<file path="src/design/flkvs_pkg.sv">
// Shared types, codes and record helpers for the flash log key-value store.
`timescale 1ns / 1ps
`default_nettype none

package flkvs_pkg;

   // Request function codes
   localparam logic [1:0] FUNC_READ   = 2'd0;
   localparam logic [1:0] FUNC_WRITE  = 2'd1;
   localparam logic [1:0] FUNC_FORMAT = 2'd2;
   localparam logic [1:0] FUNC_RESCAN = 2'd3;

   // Response status codes
   localparam logic [1:0] ST_OK        = 2'd0;
   localparam logic [1:0] ST_NOT_FOUND = 2'd1;
   localparam logic [1:0] ST_FULL      = 2'd2;

   // Log write data select
   localparam logic [1:0] LOGW_NONE = 2'd0;
   localparam logic [1:0] LOGW_ONES = 2'd1;
   localparam logic [1:0] LOGW_COPY = 2'd2;
   localparam logic [1:0] LOGW_ITEM = 2'd3;

   // Record format
   localparam logic [15:0] REC_MAGIC = 16'h4853;
   localparam logic [15:0] CHECK_XOR = 16'hA5A5;
   localparam int unsigned REC_W     = 64;

   typedef struct packed {
      logic [1:0]  func;
      logic [15:0] item_key;
      logic [15:0] item_value;
   } req_item_type;

   typedef struct packed {
      logic [1:0]  status;
      logic [15:0] read_value;
      logic        compacted;
   } rsp_item_type;

   // Controller to datapath commands
   typedef struct packed {
      logic       take_item;
      logic       idx_clr;
      logic       idx_inc;
      logic       slot_clr;
      logic       slot_inc;
      logic       used_clr;
      logic       used_inc;
      logic       next_clr;
      logic       next_inc;
      logic       next_from_idx;
      logic       log_rd;
      logic [1:0] log_wsel;
      logic       cache_rd;
      logic       cache_wr;
      logic       srch_item;
      logic       srch_log;
      logic       rval_load;
      logic       rsp_load;
      logic [1:0] rsp_status;
      logic       rsp_comp;
   } ctl_cmd_type;

   // Datapath to controller status
   typedef struct packed {
      logic idx_end;
      logic slot_at_used;
      logic key_match;
      logic val_match;
      logic log_empty;
      logic log_valid;
      logic cache_full;
      logic log_full;
   } dp_sts_type;

   function automatic logic [REC_W-1:0] make_record(input logic [15:0] k,
                                                    input logic [15:0] v);
      make_record = {REC_MAGIC, k ^ v ^ CHECK_XOR, v, k};
   endfunction

endpackage

`default_nettype wire

</file>
<file path="src/design/flkvs_ctrl.sv">
// Controller: sequences erase, scan, lookup, append and compaction.
`timescale 1ns / 1ps
`default_nettype none

module flkvs_ctrl (
   input  wire logic                 clock,
   input  wire logic                 reset,
   input  wire logic                 req_valid,
   output logic                      req_stall,
   input  wire logic [1:0]           req_func,
   output logic                      rsp_valid,
   input  wire logic                 rsp_stall,
   output flkvs_pkg::ctl_cmd_type    cmd,
   input  wire flkvs_pkg::dp_sts_type sts
);
   import flkvs_pkg::*;

   typedef enum logic [3:0] {
      S_IDLE, S_ERASE, S_SC_RD, S_SC_CHK, S_F_RD, S_F_CHK,
      S_APPEND, S_CP_RD, S_CP_WR, S_DONE
   } state_type;

   typedef enum logic [1:0] {ET_RESET, ET_FORMAT, ET_COMPACT} erase_tgt_type;

   state_type     state_ff, state_in;
   erase_tgt_type tgt_ff, tgt_in;
   logic [1:0]    op_ff, op_in;
   logic [1:0]    status_ff, status_in;
   logic          scan_ctx_ff, scan_ctx_in;
   logic          init_ff, init_in;
   logic          comp_ff, comp_in;
   logic          rsp_valid_ff, rsp_valid_in;
   logic          accept;

   assign req_stall = (state_ff != S_IDLE);
   assign accept    = req_valid && !req_stall;
   assign rsp_valid = rsp_valid_ff;

   always_comb begin
      state_in     = state_ff;
      tgt_in       = tgt_ff;
      op_in        = op_ff;
      status_in    = status_ff;
      scan_ctx_in  = scan_ctx_ff;
      init_in      = init_ff;
      comp_in      = comp_ff;
      rsp_valid_in = rsp_valid_ff && rsp_stall;
      cmd          = '0;
      cmd.log_wsel = LOGW_NONE;
      cmd.rsp_status = status_ff;
      cmd.rsp_comp   = comp_ff;

      unique case (state_ff)
         S_IDLE: begin
            if (accept) begin
               cmd.take_item = 1'b1;
               op_in         = req_func;
               comp_in       = 1'b0;
               status_in     = ST_OK;
               case (req_func)
                  FUNC_FORMAT: begin
                     cmd.idx_clr = 1'b1;
                     tgt_in      = ET_FORMAT;
                     state_in    = S_ERASE;
                  end
                  FUNC_RESCAN: begin
                     cmd.used_clr = 1'b1;
                     cmd.idx_clr  = 1'b1;
                     cmd.next_clr = 1'b1;
                     state_in     = S_SC_RD;
                  end
                  default: begin
                     if (init_ff) begin
                        cmd.slot_clr = 1'b1;
                        scan_ctx_in  = 1'b0;
                        state_in     = S_F_RD;
                     end else begin
                        cmd.used_clr = 1'b1;
                        cmd.idx_clr  = 1'b1;
                        cmd.next_clr = 1'b1;
                        state_in     = S_SC_RD;
                     end
                  end
               endcase
            end
         end

         // One erased record per cycle
         S_ERASE: begin
            if (sts.idx_end) begin
               unique case (tgt_ff)
                  ET_FORMAT: begin
                     cmd.used_clr = 1'b1;
                     cmd.next_clr = 1'b1;
                     init_in      = 1'b1;
                     state_in     = S_DONE;
                  end
                  ET_COMPACT: begin
                     cmd.idx_clr  = 1'b1;
                     cmd.slot_clr = 1'b1;
                     state_in     = S_CP_RD;
                  end
                  default: state_in = S_IDLE;
               endcase
            end else begin
               cmd.log_wsel = LOGW_ONES;
               cmd.idx_inc  = 1'b1;
            end
         end

         // Scan: fetch a record
         S_SC_RD: begin
            if (sts.idx_end) begin
               cmd.next_from_idx = 1'b1;
               init_in           = 1'b1;
               if (op_ff == FUNC_RESCAN) begin
                  state_in = S_DONE;
               end else begin
                  cmd.srch_item = 1'b1;
                  cmd.slot_clr  = 1'b1;
                  scan_ctx_in   = 1'b0;
                  state_in      = S_F_RD;
               end
            end else begin
               cmd.log_rd = 1'b1;
               state_in   = S_SC_CHK;
            end
         end

         // Scan: classify the record
         S_SC_CHK: begin
            if (sts.log_empty) begin
               cmd.next_from_idx = 1'b1;
               init_in           = 1'b1;
               if (op_ff == FUNC_RESCAN) begin
                  state_in = S_DONE;
               end else begin
                  cmd.srch_item = 1'b1;
                  cmd.slot_clr  = 1'b1;
                  scan_ctx_in   = 1'b0;
                  state_in      = S_F_RD;
               end
            end else if (sts.log_valid) begin
               cmd.srch_log = 1'b1;
               cmd.slot_clr = 1'b1;
               scan_ctx_in  = 1'b1;
               state_in     = S_F_RD;
            end else begin
               cmd.idx_inc = 1'b1;
               state_in    = S_SC_RD;
            end
         end

         // Cache walk: fetch a slot or handle a miss
         S_F_RD: begin
            if (sts.slot_at_used) begin
               if (scan_ctx_ff) begin
                  if (sts.cache_full) begin
                     status_in = ST_FULL;
                     state_in  = S_DONE;
                  end else begin
                     cmd.cache_wr = 1'b1;
                     cmd.used_inc = 1'b1;
                     cmd.idx_inc  = 1'b1;
                     state_in     = S_SC_RD;
                  end
               end else if (op_ff == FUNC_READ) begin
                  status_in = ST_NOT_FOUND;
                  state_in  = S_DONE;
               end else if (sts.cache_full) begin
                  status_in = ST_FULL;
                  state_in  = S_DONE;
               end else begin
                  cmd.cache_wr = 1'b1;
                  cmd.used_inc = 1'b1;
                  state_in     = S_APPEND;
               end
            end else begin
               cmd.cache_rd = 1'b1;
               state_in     = S_F_CHK;
            end
         end

         // Cache walk: compare the slot key
         S_F_CHK: begin
            if (sts.key_match) begin
               if (scan_ctx_ff) begin
                  cmd.cache_wr = 1'b1;
                  cmd.idx_inc  = 1'b1;
                  state_in     = S_SC_RD;
               end else if (op_ff == FUNC_READ) begin
                  cmd.rval_load = 1'b1;
                  state_in      = S_DONE;
               end else if (sts.val_match) begin
                  state_in = S_DONE;
               end else begin
                  cmd.cache_wr = 1'b1;
                  state_in     = S_APPEND;
               end
            end else begin
               cmd.slot_inc = 1'b1;
               state_in     = S_F_RD;
            end
         end

         // Append the new record, compacting once when the log is full; if it is still full, skip the append
         S_APPEND: begin
            if (sts.log_full) begin
               if (comp_ff) begin
                  state_in = S_DONE;
               end else begin
                  comp_in     = 1'b1;
                  cmd.idx_clr = 1'b1;
                  tgt_in      = ET_COMPACT;
                  state_in    = S_ERASE;
               end
            end else begin
               cmd.log_wsel = LOGW_ITEM;
               cmd.next_inc = 1'b1;
               state_in     = S_DONE;
            end
         end

         // Compaction: copy cache slots into the fresh log
         S_CP_RD: begin
            if (sts.slot_at_used || sts.idx_end) begin
               cmd.next_from_idx = 1'b1;
               state_in          = S_APPEND;
            end else begin
               cmd.cache_rd = 1'b1;
               state_in     = S_CP_WR;
            end
         end

         S_CP_WR: begin
            cmd.log_wsel = LOGW_COPY;
            cmd.idx_inc  = 1'b1;
            cmd.slot_inc = 1'b1;
            state_in     = S_CP_RD;
         end

         // Hand the result to the output register
         S_DONE: begin
            if (!rsp_valid_ff || !rsp_stall) begin
               cmd.rsp_load = 1'b1;
               rsp_valid_in = 1'b1;
               state_in     = S_IDLE;
            end
         end

         default: state_in = S_IDLE;
      endcase
   end

   always_ff @(posedge clock) begin
      if (reset) begin
         state_ff     <= S_ERASE;
         tgt_ff       <= ET_RESET;
         op_ff        <= FUNC_READ;
         status_ff    <= ST_OK;
         scan_ctx_ff  <= 1'b0;
         init_ff      <= 1'b0;
         comp_ff      <= 1'b0;
         rsp_valid_ff <= 1'b0;
      end else begin
         state_ff     <= state_in;
         tgt_ff       <= tgt_in;
         op_ff        <= op_in;
         status_ff    <= status_in;
         scan_ctx_ff  <= scan_ctx_in;
         init_ff      <= init_in;
         comp_ff      <= comp_in;
         rsp_valid_ff <= rsp_valid_in;
      end
   end

endmodule

`default_nettype wire

</file>
<file path="config.mk">
export PLATFORM = sky130hd
export DESIGN_NAME = flkvs_ctrl
export DESIGN_NICKNAME = d
export VERILOG_FILES = /design/src/design/flkvs_pkg.sv /design/src/design/flkvs_ctrl.sv
export SDC_FILE = /design/constraint.sdc
export NUM_CORES = 1
export LEC_CHECK = 0
export ABC_AREA = 1
export BUFFER_PORTS_ARGS = -buffer_cell sky130_fd_sc_hd__buf_2
export CAP_MARGIN = 20
export CORE_AREA = 2 2 58 55
export DETAILED_ROUTE_END_ITERATION = 12
export DIE_AREA = 0 0 60 57
export GPL_ROUTABILITY_DRIVEN = 1
export PLACE_DENSITY_LB_ADDON = 0.25
export REMOVE_ABC_BUFFERS = 1
export SYNTH_ARGS = -nofsm -noshare
export SYNTH_HDL_FRONTEND = slang
export SYNTH_SLANG_ARGS = --single-unit
</file>
<file path="constraint.sdc">
create_clock -name clock -period 2.9 [get_ports clock]
set_clock_uncertainty 0.05 [all_clocks]
set_input_delay 0.435 -clock clock [delete_from_list [all_inputs] [get_ports clock]]
set_output_delay 0.435 -clock clock [all_outputs]
set_load 0.005 [all_outputs]
</file>
==> results of run 1 <==
==> per-layer routing <==
layer / wire [µm] / part of all wire (%) / global-route usage, %
met5: 0 / 0 / 0
met4: 36 / 1.1 / 5.71
met3: 206 / 6.1 / 2.72
met2: 1530 / 46 / 30.4
met1: 1580 / 47 / 29.7
==> sequential cells by signal (all words and copies together), names as in the netlist <==
signal / count
status_ff: 2
init_ff: 1
comp_ff: 1
op_ff: 2
rsp_valid: 1
tgt_ff: 2
scan_ctx_ff: 1
state_ff: 4
==> critical path: stages, from the launching register on <==
cell and delay [ps]:
dfxtp_1 360, nor2_1 230, nand2_2 140, inv_2 110
nand2_4 80, o31ai_1 270, buf_2 170
==> cell type report <==
cell class,instances,area [µm²]
fillers,306,1430
multi-input cells,166,761
flip-flops and latches,14,280
repair buffers,37,185
inverters,36,135
well taps,42,52.6
clock buffers,4,36.3
==> per-stage QoR <==
stage | worst slack [ps] | hold slack, ps | std cells | instance area (µm²) | total power [W]
after global routing | 588 | 339 | 299 | 1450 | 0.000791
final | 766 | 346 | 299 | 1450 | 0.000731
after detailed placement | 1090 | 419 | 295 | 1410 | 0.000589
after floorplan | 1270 | 380 | 216 | 1180 | 0.000477
after CTS | 764 | 341 | 299 | 1450 | 0.000734
after global placement | 1150 | 404 | 295 | 1410 | 0.000590
==> cell usage after synthesis, types with 4 or more instances <==
cell / instances
nor2_2: 4
nor3_1: 7
nand3_1: 15
dfxtp_1: 14
inv_1: 26
o21ai_0: 8
a21oi_1: 16
nor2_1: 41
nand2_1: 59
inv_2: 9
==> power by group <==
group | internal (W) | switching, W | leakage [nW]
sequential | 0.000220 | 0.0000259 | 0.114
combinational | 0.000121 | 0.000221 | 0.682
clock | 0.0000765 | 0.0000671 | 0.0210
total | 0.000417 | 0.000314 | 0.817
==> cell families (layout without fill, tap and decap cells) <==
| kind of cell | count (synthesis) | count (layout) |
|---|---|---|
| DFF | 14 | 14 |
| and+or+nand+nor | 134 | 134 |
| AOI/OAI and AO/OA | 29 | 29 |
| buffers and inverters | 39 | 77 |
| adders and majority gates | 3 | 3 |
==> path summary, 6_finish.rpt <==
| check | cells after the start | end | slack [ps] | startpoint |
|---|---|---|---|---|
| worst max-delay path | 6 | cmd[16] | 770 | state_ff[0] |
| worst min-delay path | 3 | op_ff[0] | 350 | req_func[0] |
| worst max register to register | 9 | state_ff[1] | 1430 | state_ff[3] |
| worst min register to register | 2 | init_ff | 420 | init_ff |
==> impl_metrics.yaml, run 1 <==
status:
  status: "finished, final reports clean"
global_route:
  grt-ovfl-total: 0
  grt.total_usage_pct: 20.1
  grt_pass1_vias: 1206
  grt_first_pass_wirelength_um: 5290
  antenna_found_initial: 0
  grt_max_degree: 12
drt:
  viasPerCell: 4.88
  ant_nets: 0
  routed_wl_um: 3360
  firstDrtPassIters: 4
  wire_per_inst_um: 11.2
  drc: 0
  num_vias: 1459
  drt_iter0_drc: 60
logic_synthesis:
  ys_async_sr_fraction_pct: 0
  muxShareOfSynthArea_pct: 0
  synthCells: 219
  synth_top_area_cell: "dfxtp_1"
  synthAdderAreaFrac_pct: 3.14
  synth_flop_cell: "dfxtp_1"
  syn_area_per_cell_um2: 5.46
  synth_area_um2: 1190
  ys_ff_latch: 14
  synth_edf_count: 0
  yosys.area_share.xor_xnor_pct: 0
  synth_top_family_by_area: "simple AND/OR/NAND/NOR gates"
  ys_types: 21
  yosys_warnings: 0
  yosys.area.top_type_share_pct: 23.5
  synth_compound_gate_area_share_pct: 12.8
  synthTopCellsByArea: "dfxtp_1 (23%), nand2_1 (19%), nor2_1 (13%), inv_1 (8.2%), a21oi_1 (6.7%)"
  yosysSeqAreaShare_pct: 23.5
  yosys.area_share.simple_pct: 47.7
power_and_ir_drop:
  ir_worst_vdd_v: 0.000253
  p_leak_nw: 0.817
  pwr_density_cell_nw_per_um2: 504
critical_path:
  end_kind: "output port"
  critical_path_class: "register to output port"
  required_ps: 2410
  cp-start-kind: "register"
  crit_path_max_fanout: 8
  cp.arrival_ps: 1650
clocking:
  clk-insertion-delay-late_ps: 280
  post_cts_resized: 0
  cts.sinks: 14
  clk_pin_slew_ps: 90
  cts_tree: "done"
  cts_buffers: 3
  ctsHoldBuffers: 0
  clockBufferDepth: 2
  post_cts_buffers: 0
  htree_levels: 1
  root_buffer: "clkbuf_4"
sta:
  drv_slew: 0
  tns_ps: 0
  finalHoldViolations: 0
  worstMarginPinSlew_ps: 326
  maxSlewHeadroom_pct: 78.1
  rsz0062_at_grt: "false"
  fmax_ghz: 0.469
  setup_violations: 0
  period_minus_slack_ps: 2130
  timing.final.crit_share_pct: 73.6
place:
  place_hpwl_um: 2810
  port_buffers: 37
  gp_congestion: 0.922
run:
  maxCapViolCount: 0
floorplan:
  die_w_um: 60
  row_count: 19
  initial_core_util_pct: 41.5
  core_area_um2: 2880
  ioPinCount: 38
  die_area_um2: 3420
  die_y_um: 57
final_layout:
  drive_gt1_share_pct: 23.0
  area_delta_synth_final_pct: 21.4
  layout_commonest_cell: "nand2_1"
  fin_util_pct: 50.4
  fin_nets: 275
  antenna_cells: 0
  final_cell_mix: "nand2_1 (59), nor2_1 (41), buf_2 (37)"
worst_hold_path:
  holdCritPathClass: "input port to register"
(Power assumes the default switching activity.)
==> run 2: changes to the inputs <==
==> constraint.sdc (replaced) <==
create_clock -name clock -period 1.72 [get_ports clock]
set_clock_uncertainty 0.05 [all_clocks]
set_input_delay 0.258 -clock clock [delete_from_list [all_inputs] [get_ports clock]]
set_output_delay 0.258 -clock clock [all_outputs]
set_load 0.005 [all_outputs]
==> run 2 against run 1 <==
The run now ends with setup timing left. Final area grew 14%. Critical path depth did not move. Clock power up 67%. Worst setup slack got worse by 800 ps. Sequential power up 79%. Worst hold slack got worse by 180 ps. Total power up 92%.
==> impl_metrics.yaml, run 2 (synthesis results as in run 1) <==
final_layout:
  regMostFlops: "state_ff"
  area_delta_synth_final_pct: 38.7
  final_cell_mix: "nand2_1 (52), buf_2 (37), nor2_1 (34)"
  antenna_cells: 0
  drive_gt1_share_pct: 38.6
  layout_commonest_cell: "nand2_1"
  largest_reg_flops: 4
  fin_nets: 285
drt:
  viasPerCell: 4.99
  num_vias: 1541
  routed_wl_um: 3780
  firstDrtPassIters: 4
  drc: 0
  drt_iter0_drc: 99
  ant_nets: 0
  wire_per_inst_um: 12.2
critical_path:
  crit_top_cell: "nand2_1"
  cp.arrival_ps: 1450
  critical_path_class: "register to output port"
  crit_family: "simple AND/OR/NAND/NOR gates"
  cp.buffers_inverters: 2
  crit_path_max_fanout: 3
  critPathMaxStageDelay_ps: 380
  reg2reg_depth: 9
  cp-start-kind: "register"
  worst-path-stages: 6
  cp_slowest_cell: "dfxtp_4"
  end_kind: "output port"
  required_ps: 1410
  worstPathCellList: "buf_4, nand2_1, nor2_1, nand2_1, o21ai_1, buf_2"
global_route:
  grt_pass1_vias: 1269
  grt.total_usage_pct: 21.9
  antenna_found_initial: 0
  grt_max_degree: 12
  grt-ovfl-total: 0
  grt_first_pass_wirelength_um: 5560
floorplan:
  die_y_um: 57
  die_w_um: 60
  core_area_um2: 2880
  ioPinCount: 38
  initial_core_util_pct: 41.5
  row_count: 19
  die_area_um2: 3420
status:
  status: "finished, violations left"
  violations: "setup timing"
clocking:
  cts_tree: "done"
  ctsHoldBuffers: 0
  clockBufferDepth: 2
  cts.sinks: 14
  cts_buffers: 3
  clk_pin_slew_ps: 90
  clk-insertion-delay-late_ps: 280
  htree_levels: 1
  root_buffer: "clkbuf_4"
place:
  port_buffers: 37
  place_hpwl_um: 2920
  gp_congestion: 0.985
sta:
  timing.final.crit_share_pct: 102
  tns_ps: -144
  worstMarginPinSlew_ps: 334
  timing.final.ws_setup_ps: -33.2
  drv_slew: 0
  maxSlewHeadroom_pct: 77.5
  fmax_ghz: 0.570
  setup_violations: 6
  finalHoldViolations: 0
  rsz0062_at_grt: "true"
  period_minus_slack_ps: 1750
worst_hold_path:
  holdCritPathClass: "input port to register"
  min_delay_path_depth: 3
power_and_ir_drop:
  switching_share_pct: 43.9
  p_total_w: 0.00140
  p_leak_nw: 0.880
  combinationalPowerShare_pct: 51.7
  ir_worst_vdd_v: 0.000595
  seqPwrFrac_pct: 31.2
  p_int_w: 0.000787
  clkPwrFrac_pct: 17.2
  pwr_density_cell_nw_per_um2: 846
  power_switching_w: 0.000616
run:
  maxCapViolCount: 0
[run 2: what timing repair did]
action | CTS | global route
resized for setup | 26 | 21
pin swaps | 2 | 4
buffers inserted | 2 | 6
setup endpoints to repair | 13 | 16
[run 2: power by group through the flow]
| stage | logic [W] | registers, W | clock network, W |
|---|---|---|---|
| after global placement | 0.000595 | 0.000419 | 0 |
| after detailed placement | 0.000593 | 0.000420 | 0 |
| after CTS | 0.000651 | 0.000427 | 0.000248 |
| final | 0.000725 | 0.000438 | 0.000241 |
| after floorplan | 0.000390 | 0.000415 | 0 |
| after global routing | 0.000800 | 0.000444 | 0.000263 |
[run 2: metal layers]
layer  GRT usage [%]  routed length (µm)  up-vias  part of all wire [%]
li1                -                   -      787                     -
met1            29.9                1720      679                    46
met2            34.6                1710       66                    45
met3            3.63                 274        9                   7.2
met4            7.62                  76        0                   2.0
met5               0                   0        -                     0
[run 2: worst paths after layout]
| kind | startpoint | to | slack [ps] |
|---|---|---|---|
| worst max-delay path | state_ff[2] | cmd[8] | -30 |
| worst min-delay path | req_func[0] | op_ff[0] | 170 |
| worst max register to register | state_ff[2] | state_ff[3] | 110 |
| worst min register to register | init_ff | init_ff | 410 |
[run 2: cell type report]
cell class / count / area [µm²]
sequential: 14 / 297
multi-input combinational: 166 / 877
inverter: 36 / 135
tap: 42 / 52.6
fill: 280 / 1220
timing repair buffer: 47 / 260
clock buffer: 4 / 36.3
[run 2: stage by stage]
step | instance area [µm²] | instances | hold slack (ps) | util [%] | setup WS [ps]
CTS | 1550 | 303 | 170 | 53.9 | -28.9
finish | 1660 | 309 | 169 | 57.6 | -33.2
global placement | 1430 | 297 | 405 | 49.7 | 183
floorplan | 1180 | 216 | 277 | - | 263
detailed placement | 1430 | 297 | 402 | 49.7 | 129
global route | 1660 | 309 | 176 | 57.6 | -111
[run 2: worst reg2reg max path, stage by stage, from the launching register on]
cell     delay [ps]
dfxtp_4         370
nor2_4          190
nand2_2         110
buf_4           140
buf_4           120
nor3_1          200
nor2_1          120
nand3_1          90
nand2_1          50
a21oi_1         110
